File: src/rtl/core/rcafa_pkg.sv
// package for the rc / autonomy failsafe arbiter
// holds codes, item and state types and reset values; no dependencies

package rcafa_pkg;

  localparam int unsigned TimeW = 32;
  localparam int unsigned CntW  = 8;
  localparam int unsigned CfgW  = 32;
  localparam int unsigned IdxW  = 2;

  typedef enum logic [2:0] {
    OP_TICK    = 3'd0,
    OP_RC      = 3'd1,
    OP_CMD     = 3'd2,
    OP_ARM     = 3'd3,
    OP_DISARM  = 3'd4,
    OP_REQ_ARM = 3'd5
  } op_e;

  typedef enum logic [2:0] {
    ST_OFF  = 3'd0,
    ST_ARM  = 3'd1,
    ST_AUTO = 3'd2,
    ST_RC   = 3'd3,
    ST_KILL = 3'd4
  } st_e;

  typedef enum logic [1:0] {
    SRC_NONE = 2'd0,
    SRC_RC   = 2'd1,
    SRC_CMD  = 2'd2,
    SRC_KILL = 2'd3
  } src_e;

  typedef enum logic [1:0] {
    ARM_KEEP   = 2'd0,
    ARM_FORCE0 = 2'd1,
    ARM_FORCE1 = 2'd2
  } arm_e;

  typedef enum logic [1:0] {
    MODE_KEEP = 2'd0,
    MODE_ATT  = 2'd1,
    MODE_RATE = 2'd2
  } mode_e;

  typedef enum logic [IdxW-1:0] {
    REG_RC_TIMEOUT = 2'd0,
    REG_MIN_SEND   = 2'd1,
    REG_ARM_REPS   = 2'd2,
    REG_BODY_RATES = 2'd3
  } reg_e;

  localparam logic [TimeW-1:0] RcTimeoutRst = 32'd500000;
  localparam logic [15:0]      MinSendRst   = 16'd6000;
  localparam logic [CntW-1:0]  ArmRepsRst   = 8'd5;

  typedef struct packed {
    logic [TimeW-1:0] rc_timeout_us;
    logic [15:0]      min_send_interval_us;
    logic [CntW-1:0]  arming_repeats;
    logic             body_rate_en;
  } cfg_t;

  typedef struct packed {
    logic [2:0]       operation;
    logic [TimeW-1:0] now_us;
    logic             rc_kill;
    logic             rc_armed;
    logic             cmd_enable_motors;
  } item_t;

  typedef struct packed {
    st_e              st;
    logic             armed;
    logic             seen_disarmed;
    logic [CntW-1:0]  arm_cnt;
    logic [TimeW-1:0] last_rc;
    logic [TimeW-1:0] last_send;
  } state_t;

  typedef struct packed {
    logic  frame_sent;
    src_e  frame_source;
    arm_e  arm_action;
    logic  throttle_forced_min;
    mode_e mode_action;
    st_e   bridge_state;
    logic  bridge_armed;
  } result_t;

endpackage

File: src/rtl/core/rcafa_if.sv
// valid/ready channel interfaces for event items and result items
// depends on rcafa_pkg for widths

interface rcafa_in_if;
  import rcafa_pkg::*;
  logic             valid;
  logic             ready;
  logic [2:0]       operation;
  logic [TimeW-1:0] now_us;
  logic             rc_kill;
  logic             rc_armed;
  logic             cmd_enable_motors;

  modport source (output valid, operation, now_us, rc_kill, rc_armed, cmd_enable_motors,
                  input ready);
  modport sink (input valid, operation, now_us, rc_kill, rc_armed, cmd_enable_motors,
                output ready);
endinterface

interface rcafa_out_if;
  logic       valid;
  logic       ready;
  logic       frame_sent;
  logic [1:0] frame_source;
  logic [1:0] arm_action;
  logic       throttle_forced_min;
  logic [1:0] mode_action;
  logic [2:0] bridge_state;
  logic       bridge_armed;

  modport source (output valid, frame_sent, frame_source, arm_action, throttle_forced_min,
                  mode_action, bridge_state, bridge_armed, input ready);
  modport sink (input valid, frame_sent, frame_source, arm_action, throttle_forced_min,
                mode_action, bridge_state, bridge_armed, output ready);
endinterface

File: src/rtl/core/rcafa_core.sv
// next-state and frame decision for one event item
// combinational; depends on rcafa_pkg

module rcafa_core
  import rcafa_pkg::*;
(
  input  state_t  state_i,
  input  cfg_t    cfg_i,
  input  item_t   item_i,
  output state_t  state_o,
  output result_t res_o
);

  logic             emit;
  src_e             src;
  st_e              st;
  logic [TimeW-1:0] rc_gap;
  logic [TimeW-1:0] send_gap;
  logic             rc_stale;
  logic             too_soon;
  arm_e             arm;
  mode_e            mode;
  logic             thr;
  logic             take;

  assign rc_gap   = item_i.now_us - state_i.last_rc;
  assign send_gap = item_i.now_us - state_i.last_send;
  assign rc_stale = rc_gap > cfg_i.rc_timeout_us;
  assign too_soon = send_gap <= {16'd0, cfg_i.min_send_interval_us};

  always_comb begin
    state_o = state_i;
    emit    = 1'b0;
    src     = SRC_NONE;
    case (item_i.operation)
      OP_TICK: begin
        if (state_i.st == ST_RC && rc_stale) begin
          state_o.st = ST_AUTO;
        end
        if (state_o.st == ST_KILL) begin
          emit          = 1'b1;
          src           = SRC_KILL;
          state_o.armed = 1'b0;
        end
      end
      OP_RC: begin
        state_o.last_rc = item_i.now_us;
        if (item_i.rc_kill) begin
          state_o.st = ST_KILL;
        end else if (state_i.st == ST_KILL) begin
          state_o.st = ST_OFF;
        end
        if (state_o.st != ST_KILL) begin
          if (item_i.rc_armed) begin
            if (state_i.seen_disarmed) begin
              state_o.st = ST_RC;
              emit       = 1'b1;
              src        = SRC_RC;
            end
          end else if (state_o.st == ST_RC) begin
            state_o.st = state_i.armed ? ST_AUTO : ST_OFF;
          end else if (!state_i.seen_disarmed) begin
            state_o.seen_disarmed = 1'b1;
          end else if (state_o.st != ST_AUTO) begin
            emit = 1'b1;
            src  = SRC_RC;
          end
        end
      end
      OP_CMD: begin
        if (state_i.armed && state_i.st == ST_AUTO) begin
          if (!item_i.cmd_enable_motors) begin
            state_o.st = ST_OFF;
          end
          emit = 1'b1;
          src  = SRC_CMD;
        end
      end
      OP_ARM:     state_o.armed = 1'b1;
      OP_DISARM:  state_o.armed = 1'b0;
      OP_REQ_ARM: begin
        state_o.st      = ST_ARM;
        state_o.arm_cnt = '0;
      end
      default: ;
    endcase

    st   = state_o.st;
    arm  = ARM_KEEP;
    mode = MODE_KEEP;
    thr  = 1'b0;
    take = 1'b0;
    case (st)
      ST_ARM: begin
        if (state_o.arm_cnt >= cfg_i.arming_repeats) begin
          st = ST_AUTO;
        end else begin
          thr  = 1'b1;
          arm  = ARM_FORCE1;
          take = 1'b1;
        end
      end
      ST_AUTO: begin
        arm  = ARM_FORCE1;
        mode = cfg_i.body_rate_en ? MODE_RATE : MODE_ATT;
      end
      ST_RC:   mode = MODE_ATT;
      default: arm = ARM_FORCE0;
    endcase

    res_o = '0;
    if (emit) begin
      state_o.st = st;
      if (!too_soon) begin
        state_o.last_send = item_i.now_us;
        if (take) begin
          state_o.arm_cnt = state_o.arm_cnt + 8'd1;
        end
        res_o.frame_sent          = 1'b1;
        res_o.frame_source        = src;
        res_o.arm_action          = arm;
        res_o.throttle_forced_min = thr;
        res_o.mode_action         = mode;
      end
    end
    res_o.bridge_state = state_o.st;
    res_o.bridge_armed = state_o.armed;
  end

endmodule

File: src/rtl/core/rc_autonomy_failsafe_arbiter.sv
// rc / autonomy failsafe arbiter top level: input register, decision logic, result register
// an accepted item waits in the input register, its result in the result register
// throughput: one item per cycle while the output is ready; the core is combinational
// reset: bridge in kill, disarmed, counters and timestamps zero, registers at defaults
// depends on rcafa_pkg, rcafa_if and rcafa_core

module rc_autonomy_failsafe_arbiter
  import rcafa_pkg::*;
(
  input  logic              clk_i,
  input  logic              rst_ni,
  rcafa_in_if.sink          in_i,
  rcafa_out_if.source       out_o,
  input  logic              cfg_we_i,
  input  logic [IdxW-1:0]   cfg_idx_i,
  input  logic [CfgW-1:0]   cfg_data_i
);

  cfg_t    cfg_q, cfg_d;
  state_t  state_q, state_d;
  item_t   item_q;
  logic    item_vld_q;
  result_t res_q, res_d;
  logic    res_vld_q;
  logic    advance;
  logic    fire;
  logic    in_acc;

  assign advance   = !res_vld_q || out_o.ready;
  assign fire      = item_vld_q && advance;
  assign in_i.ready = !item_vld_q || advance;
  assign in_acc    = in_i.valid && in_i.ready;

  always_comb begin
    cfg_d = cfg_q;
    if (cfg_we_i) begin
      case (cfg_idx_i)
        REG_RC_TIMEOUT: cfg_d.rc_timeout_us        = cfg_data_i;
        REG_MIN_SEND:   cfg_d.min_send_interval_us = cfg_data_i[15:0];
        REG_ARM_REPS:   cfg_d.arming_repeats       = cfg_data_i[CntW-1:0];
        REG_BODY_RATES: cfg_d.body_rate_en         = cfg_data_i[0];
        default: ;
      endcase
    end
  end

  rcafa_core u_core (
    .state_i (state_q),
    .cfg_i   (cfg_q),
    .item_i  (item_q),
    .state_o (state_d),
    .res_o   (res_d)
  );

  always_ff @(posedge clk_i or negedge rst_ni) begin
    if (!rst_ni) begin
      cfg_q.rc_timeout_us        <= RcTimeoutRst;
      cfg_q.min_send_interval_us <= MinSendRst;
      cfg_q.arming_repeats       <= ArmRepsRst;
      cfg_q.body_rate_en         <= 1'b0;
      state_q.st                 <= ST_KILL;
      state_q.armed              <= 1'b0;
      state_q.seen_disarmed      <= 1'b0;
      state_q.arm_cnt            <= '0;
      state_q.last_rc            <= '0;
      state_q.last_send          <= '0;
      item_vld_q                 <= 1'b0;
      res_vld_q                  <= 1'b0;
    end else begin
      cfg_q <= cfg_d;
      if (in_acc) begin
        item_vld_q <= 1'b1;
      end else if (advance) begin
        item_vld_q <= 1'b0;
      end
      if (fire) begin
        state_q   <= state_d;
        res_vld_q <= 1'b1;
      end else if (out_o.ready) begin
        res_vld_q <= 1'b0;
      end
    end
  end

  always_ff @(posedge clk_i) begin
    if (in_acc) begin
      item_q.operation         <= in_i.operation;
      item_q.now_us            <= in_i.now_us;
      item_q.rc_kill           <= in_i.rc_kill;
      item_q.rc_armed          <= in_i.rc_armed;
      item_q.cmd_enable_motors <= in_i.cmd_enable_motors;
    end
    if (fire) begin
      res_q <= res_d;
    end
  end

  assign out_o.valid               = res_vld_q;
  assign out_o.frame_sent          = res_q.frame_sent;
  assign out_o.frame_source        = res_q.frame_source;
  assign out_o.arm_action          = res_q.arm_action;
  assign out_o.throttle_forced_min = res_q.throttle_forced_min;
  assign out_o.mode_action         = res_q.mode_action;
  assign out_o.bridge_state        = res_q.bridge_state;
  assign out_o.bridge_armed        = res_q.bridge_armed;

endmodule
File: src/flat_wrapper.sv
// flat-port wrapper written by rule: the top's interface ports become plain ports
module rc_autonomy_failsafe_arbiter_flat import rcafa_pkg::*;
  (clk_i, rst_ni, cfg_we_i, cfg_idx_i, cfg_data_i, in_i_valid, in_i_operation, in_i_now_us, in_i_rc_kill, in_i_rc_armed, in_i_cmd_enable_motors, in_i_ready, out_o_valid, out_o_frame_sent, out_o_frame_source, out_o_arm_action, out_o_throttle_forced_min, out_o_mode_action, out_o_bridge_state, out_o_bridge_armed, out_o_ready);
  rcafa_in_if in_i_i ();
  rcafa_out_if out_o_i ();
  input  logic clk_i;
  input  logic rst_ni;
  input  logic cfg_we_i;
  input  logic [IdxW-1:0] cfg_idx_i;
  input  logic [CfgW-1:0] cfg_data_i;
  input wire logic [$bits(in_i_i.valid)-1:0] in_i_valid;
  input wire logic [$bits(in_i_i.operation)-1:0] in_i_operation;
  input wire logic [$bits(in_i_i.now_us)-1:0] in_i_now_us;
  input wire logic [$bits(in_i_i.rc_kill)-1:0] in_i_rc_kill;
  input wire logic [$bits(in_i_i.rc_armed)-1:0] in_i_rc_armed;
  input wire logic [$bits(in_i_i.cmd_enable_motors)-1:0] in_i_cmd_enable_motors;
  output wire logic [$bits(in_i_i.ready)-1:0] in_i_ready;
  output wire logic [$bits(out_o_i.valid)-1:0] out_o_valid;
  output wire logic [$bits(out_o_i.frame_sent)-1:0] out_o_frame_sent;
  output wire logic [$bits(out_o_i.frame_source)-1:0] out_o_frame_source;
  output wire logic [$bits(out_o_i.arm_action)-1:0] out_o_arm_action;
  output wire logic [$bits(out_o_i.throttle_forced_min)-1:0] out_o_throttle_forced_min;
  output wire logic [$bits(out_o_i.mode_action)-1:0] out_o_mode_action;
  output wire logic [$bits(out_o_i.bridge_state)-1:0] out_o_bridge_state;
  output wire logic [$bits(out_o_i.bridge_armed)-1:0] out_o_bridge_armed;
  input wire logic [$bits(out_o_i.ready)-1:0] out_o_ready;
  assign in_i_i.valid = in_i_valid;
  assign in_i_i.operation = in_i_operation;
  assign in_i_i.now_us = in_i_now_us;
  assign in_i_i.rc_kill = in_i_rc_kill;
  assign in_i_i.rc_armed = in_i_rc_armed;
  assign in_i_i.cmd_enable_motors = in_i_cmd_enable_motors;
  assign in_i_ready = in_i_i.ready;
  assign out_o_valid = out_o_i.valid;
  assign out_o_frame_sent = out_o_i.frame_sent;
  assign out_o_frame_source = out_o_i.frame_source;
  assign out_o_arm_action = out_o_i.arm_action;
  assign out_o_throttle_forced_min = out_o_i.throttle_forced_min;
  assign out_o_mode_action = out_o_i.mode_action;
  assign out_o_bridge_state = out_o_i.bridge_state;
  assign out_o_bridge_armed = out_o_i.bridge_armed;
  assign out_o_i.ready = out_o_ready;
  rc_autonomy_failsafe_arbiter u_core (.clk_i(clk_i), .rst_ni(rst_ni), .in_i(in_i_i), .out_o(out_o_i), .cfg_we_i(cfg_we_i), .cfg_idx_i(cfg_idx_i), .cfg_data_i(cfg_data_i));
endmodule
File: config.mk
export PLATFORM = sky130hd
export DESIGN_NAME = rc_autonomy_failsafe_arbiter_flat
export DESIGN_NICKNAME = d
export VERILOG_FILES = /design/src/rtl/core/rcafa_pkg.sv /design/src/rtl/core/rcafa_if.sv /design/src/rtl/core/rcafa_core.sv /design/src/rtl/core/rc_autonomy_failsafe_arbiter.sv /design/src/flat_wrapper.sv
export SDC_FILE = /design/constraint.sdc
export NUM_CORES = 1
export LEC_CHECK = 0
export BUFFER_PORTS_ARGS = -buffer_cell sky130_fd_sc_hd__buf_2
export CELL_PAD_IN_SITES_DETAIL_PLACEMENT = 0
export CELL_PAD_IN_SITES_GLOBAL_PLACEMENT = 1
export CORE_MARGIN = 5
export CORE_UTILIZATION = 44
export DETAILED_ROUTE_END_ITERATION = 6
export GPL_ROUTABILITY_DRIVEN = 0
export PLACE_DENSITY_LB_ADDON = 0.12
export SLEW_MARGIN = 10
export SYNTH_ARGS = -nofsm -noshare
export SYNTH_HDL_FRONTEND = slang
export SYNTH_HIERARCHICAL = 1
export SYNTH_SLANG_ARGS = --single-unit
File: constraint.sdc
create_clock -name clk_i -period 5.1 [get_ports clk_i]
set_input_delay 0.255 -clock clk_i [delete_from_list [all_inputs] [get_ports clk_i]]
set_output_delay 0.255 -clock clk_i [all_outputs]
set_load 0.05 [all_outputs]
# After elaboration in Yosys (flattened, before gate mapping)
# Index checks and enable logic that the tools add are counted.
# word_totals
ff_bits	186
in_bits	77
out_inout_bits	14
wordCells	123
# op_classes
add_sub_neg	3
n_lt_le_gt_ge	3
n_eq_ne	18
n_mux	51
bitwise_logic	4
n_reduce_logical	20
# op_table
operator	n
$sub 32x32->32	2
$mux 3	14
$mux 8	5
$gt 32x32->1	1
$le 32x16->1	1
$eq 3x2->1 const B	7
$mux 2	9
$mux 1	17
$eq 3x3->1 const B	4
$pmux 2 s3	2
$pmux 3 s4	1
$reduce_and 2->1	5
$add 8x1->8 const B	1
$ge 8x8->1	1
$eq 3x1->1 const B	2
$pmux 1 s3	2
$reduce_and 5->1	1
$eq 2x2->1 const B	2
$logic_and 1x1->1	4
$not 1->1	4
$pmux 2 s2	1
$reduce_bool 2->1	2
$logic_not 3->1	1
$ne 3x2->1 const B	1
other kinds (7)	9

# Depth between registers and ports, before layout
# depth
word_depth	14
ltp_mapped	25
mapped_depth_nobuf	24

# Modules after synthesis
# Netlist, hierarchy kept.
# by_module_without_submodules
module	instances	cells_per_inst	area_each_um2	seq_area_each_um2
rcafa_core	1	981	6647.6	0.0
rc_autonomy_failsafe_arbiter	1	343	6593.8	4926.0

# Worst setup path before layout
# Ideal clock, no wire load.
# synth_path
kind	register to register
start	reg u_core/item_q[11] (netlist name)
end	reg u_core/state_q[0] (netlist name)
setup_ns	0.125
t_arrival_ns	4.981
required_time_ns	4.975
slack_ns	-0.006
stages_incl_launch_ff	23
path_buffers	2
synth_period_minus_slack_ns	5.106
path_cell_list	edfxtp_1 -> ha_1 -> clkbuf_1 -> a21o_1 -> and4_1 -> or2_1 -> or3_1 -> a21o_1 -> a21o_1 -> a21oi_1 -> xnor2_1 -> ha_1 -> nand4_1 -> nor4_1 -> or2_2 -> o2bb2ai_1 -> nor4_1 -> nand4_1 -> nor4b_1 -> a41oi_2 -> buf_6 -> mux2_4 -> mux2_2
# synth_via
elab_chain_cells	9
elab_cells_between_ends	12
cone_classes	add/sub: 2; order compare: 2; eq/ne: 1; mux: 4; bitwise: 1; reduce/logical: 2
# synth_lines
item	line	rtl
from (decl)	rc_autonomy_failsafe_arbiter.sv:21	item_t item_q;
$sub 32x32->32	rcafa_core.sv:26	assign rc_gap = item_i.now_us - state_i.last_rc;
$gt 32x32->1	rcafa_core.sv:28	assign rc_stale = rc_gap > cfg_i.rc_timeout_us;
$logic_and 1x1->1	rcafa_core.sv:37	if (state_i.st == ST_RC && rc_stale) begin
$mux 3	rcafa_core.sv:37	
$mux 3	rcafa_core.sv:35	case (item_i.operation)
$eq 3x3->1	rcafa_core.sv:40	if (state_o.st == ST_KILL) begin
$mux 1	rcafa_core.sv:40	
$pmux 1 s3	rcafa_core.sv:35	
$reduce_and 3->1 (no source line) *	--	
to (signal assigned)	rc_autonomy_failsafe_arbiter.sv:77	state_q <= state_d;
to (decl)	rc_autonomy_failsafe_arbiter.sv:20	state_t state_q, state_d;
# Mark *: on every way between the ends. The rest lies on a longest branch, timed or not. The select of a mux whose other input is x is not followed.
# A chain may end at the register's enable or synchronous reset.

==> metrics.cfg <==
[clock_network]
clock-sinks=186
clk_pin_slew_worst_paths_ns=0.07
cts_buffers=17
insertion_delay_ns=0.45
h-tree-depth=4
clockRootBuffer=clkbuf_16
cts_tree=yes
cts_buffer_depth=2

[place]
dp.cells=1842
dp.final_hpwl_um=24600
io_buffers=90

[worst_setup_path]
crit_path_max_fanout=6
crit_slowest_cell=edfxtp_1
path_cells=buf_6, ha_4, nor2b_4, o31a_1, o211a_1, or3_4, a21o_1, a21o_1, a21oi_2, xnor2_1, ha_1, nand4_1, buf_4, a2111o_1, a21oi_2, nor4_2, nand4_1, nor4b_4, buf_4, a41oi_4, buf_6, nand4_1, xnor2_1, mux2_2
cp_data_arrival_time_ns=5.60
crit_top_cell=nand4_1
critical_path_class=flop to flop
end_kind=flop
cp-start-kind=flop
required_ns=5.43
slowest_delay_ns=0.43

[detailed_routing]
antenna_left=0
dr.pass1.iters=4
drc=0
first_iter_violations=581
wl_per_cell_um=18.0
routed_wl_um=35200
vias=10600
via_per_inst=5.43

[synthesis]
synth_flop_cell=dfrtp_1
postSynth.asyncResetShare=0.731
synth_area_per_cell_sq_um=10.0
yosysUniqueCellTypes=81
ys.warnings.count=6
ys_ff_latch=186
synth_edf_count=50
ys_top_cells_by_area=dfrtp_1, mux2_2, edfxtp_1
synth_largest_area_cell=dfrtp_1
synth.net_count=1522
synth_area_sq_um=13200
synth_cells=1324
yosys.area.top_type_share=0.225
ys_seq_area_frac=0.372

[finish]
diodes=0
final_cell_mix=mux2_2, inv_1, dfrtp_1, ha_1, buf_4
final.fill_count=2657
multi_input_area_sq_um=8090
final_common_cell=mux2_2
layout.cells.non_filler=1954
drive_gt1_frac=0.333
seqCellArea_sq_um=4930
nNetsFinal=1749
areaGrowthSynthToFinish_pct=25.2

[global_route]
antenna_found_initial=0
grt_first_pass_wirelength_um=54500
grt_pass1_vias=10400
grt_max_degree=53
overflow=0
grt_util_all_layers=0.202

[pwr]
total_power_mw=8.99
power_density_nw_per_um2=542
ir_drop_v=0.000259
p_leak_nw=7.64

[sta]
rsz0062_at_grt=yes
hold_viol=0
worst_slew_pin_slew_ns=1.08
drv_slew=0
worst_slack_ns=-0.172
max_freq_mhz=190
fin_crit_sh=1.03
max-slew-margin-rel=0.277
timing.hold.ws_ns=0.0340
setup_viol_count_final=42
skew_ns=0.0135
min_period_ns=5.27

[die]
io_pins=91
die_w_um=183
start_util=0.447
rows=63
core_sq_um=29600
dieArea_sq_um=33700
dieHeight_um=183

[status]
outcome=finished, violations left
violations=negative setup slack

[hold_path]
hold_path_class=primary input to flop

[run]
max_cap_viol_count=0

metal layers:
metal  GRT usage  wire [um]  vias to the layer above
li1            -          -                     5221
met1       0.293      17400                     5161
met2       0.318      16000                      197
met3      0.0275       1160                       26
met4      0.0569        588                        0
met5           0          0                        -
registers in the layout, summed over array words and instances (netlist names), 2 cells and up:
| signal | count |
|---|---|
| u_core/out_o.bridge_state | 3 |
| u_core/out_o.frame_source | 2 |
| u_core/out_o.mode_action | 2 |
| u_core/item_q | 38 |
| u_core/state_q | 77 |
| u_core/cfg_q | 57 |
| u_core/out_o.arm_action | 2 |
logic make-up (layout without fill, tap and decap cells):
family	Yosys count	count (layout)	synth area share
compound gates	297	297	0.144
xor+xnor	53	53	0.0351
fa+ha+maj	121	121	0.115
buf+inv	182	422	0.0596
flops	186	186	0.372
mux	176	176	0.149
simple gates	309	309	0.124
worst max-delay path, delay by kind of cell (launching register included):
| kind | cells | cell delay [ns] |
|---|---|---|
| compound gates | 8 | 1.89 |
| flops | 1 | 0.43 |
| simple gates | 7 | 1.16 |
| mux | 1 | 0.25 |
| fa+ha+maj | 2 | 0.50 |
| buf+inv | 4 | 0.69 |
| xor+xnor | 2 | 0.23 |
what timing repair did:
item | 4_1_cts | 5_1_grt
setup buffers | 17 | 16
cloned | 1 | 7
endpoints found under the hold margin | 74 | 0
hold buffers | 41 | 0
pin swaps | 20 | 56
gates resized for setup | 33 | 109
endpoints found under the setup margin | 49 | 50
path summary, 6_finish.rpt:
check | start | to | slack, ns | cells past startpoint
worst min register to register | u_core/cfg_q[45] | u_core/cfg_q[45] | 0.49 | 1
max in group asynchronous | rst_ni | u_core/cfg_q[37] | 3.72 | 3
worst max-delay path | u_core/item_q[4] | u_core/state_q[69] | -0.17 | 24
worst max register to register | u_core/item_q[4] | u_core/state_q[69] | -0.17 | 24
min in group asynchronous | rst_ni | u_core/cfg_q[29] | 0.31 | 2
worst min-delay path | cfg_data_i[22] | u_core/cfg_q[47] | 0.03 | 2
metrics by stage:
step	setup slack, ns	utilization	area [sq um]	setup TNS [ns]
floorplan	0.125	-	13200	0
global placement	-0.263	0.492	14600	-9.92
detailed placement	-0.485	0.492	14600	-13.82
CTS	-0.133	0.536	15900	-3.83
global route	-0.425	0.559	16600	-15.53
finish	-0.172	0.559	16600	-3.91
where the power goes:
group,total [mW],switching [mW],internal [mW]
clock network,1.34,0.613,0.723
registers,2.18,0.242,1.93
logic,5.48,2.89,2.58
final cells by class:
type / instances / share of cell area
multi-input combinational: 956 / 0.488
clock buffer: 17 / 0.0257
inverter: 137 / 0.0310
sequential: 186 / 0.297
tap: 390 / 0.0294
clock inverter: 15 / 0.00883
timing repair buffer: 253 / 0.120
synth_stat cells (25+ instances only):
master and count:
mux2_2 164, a21oi_1 77, o21ai_0 55, inv_1 137
nand4_1 29, xnor2_1 37, a21o_1 43, nor2_1 51
ha_1 119, nand2_1 85, o21ai_1 25, dfrtp_1 119
edfxtp_1 50
Note: power is estimated with default switching activity, not from simulation.
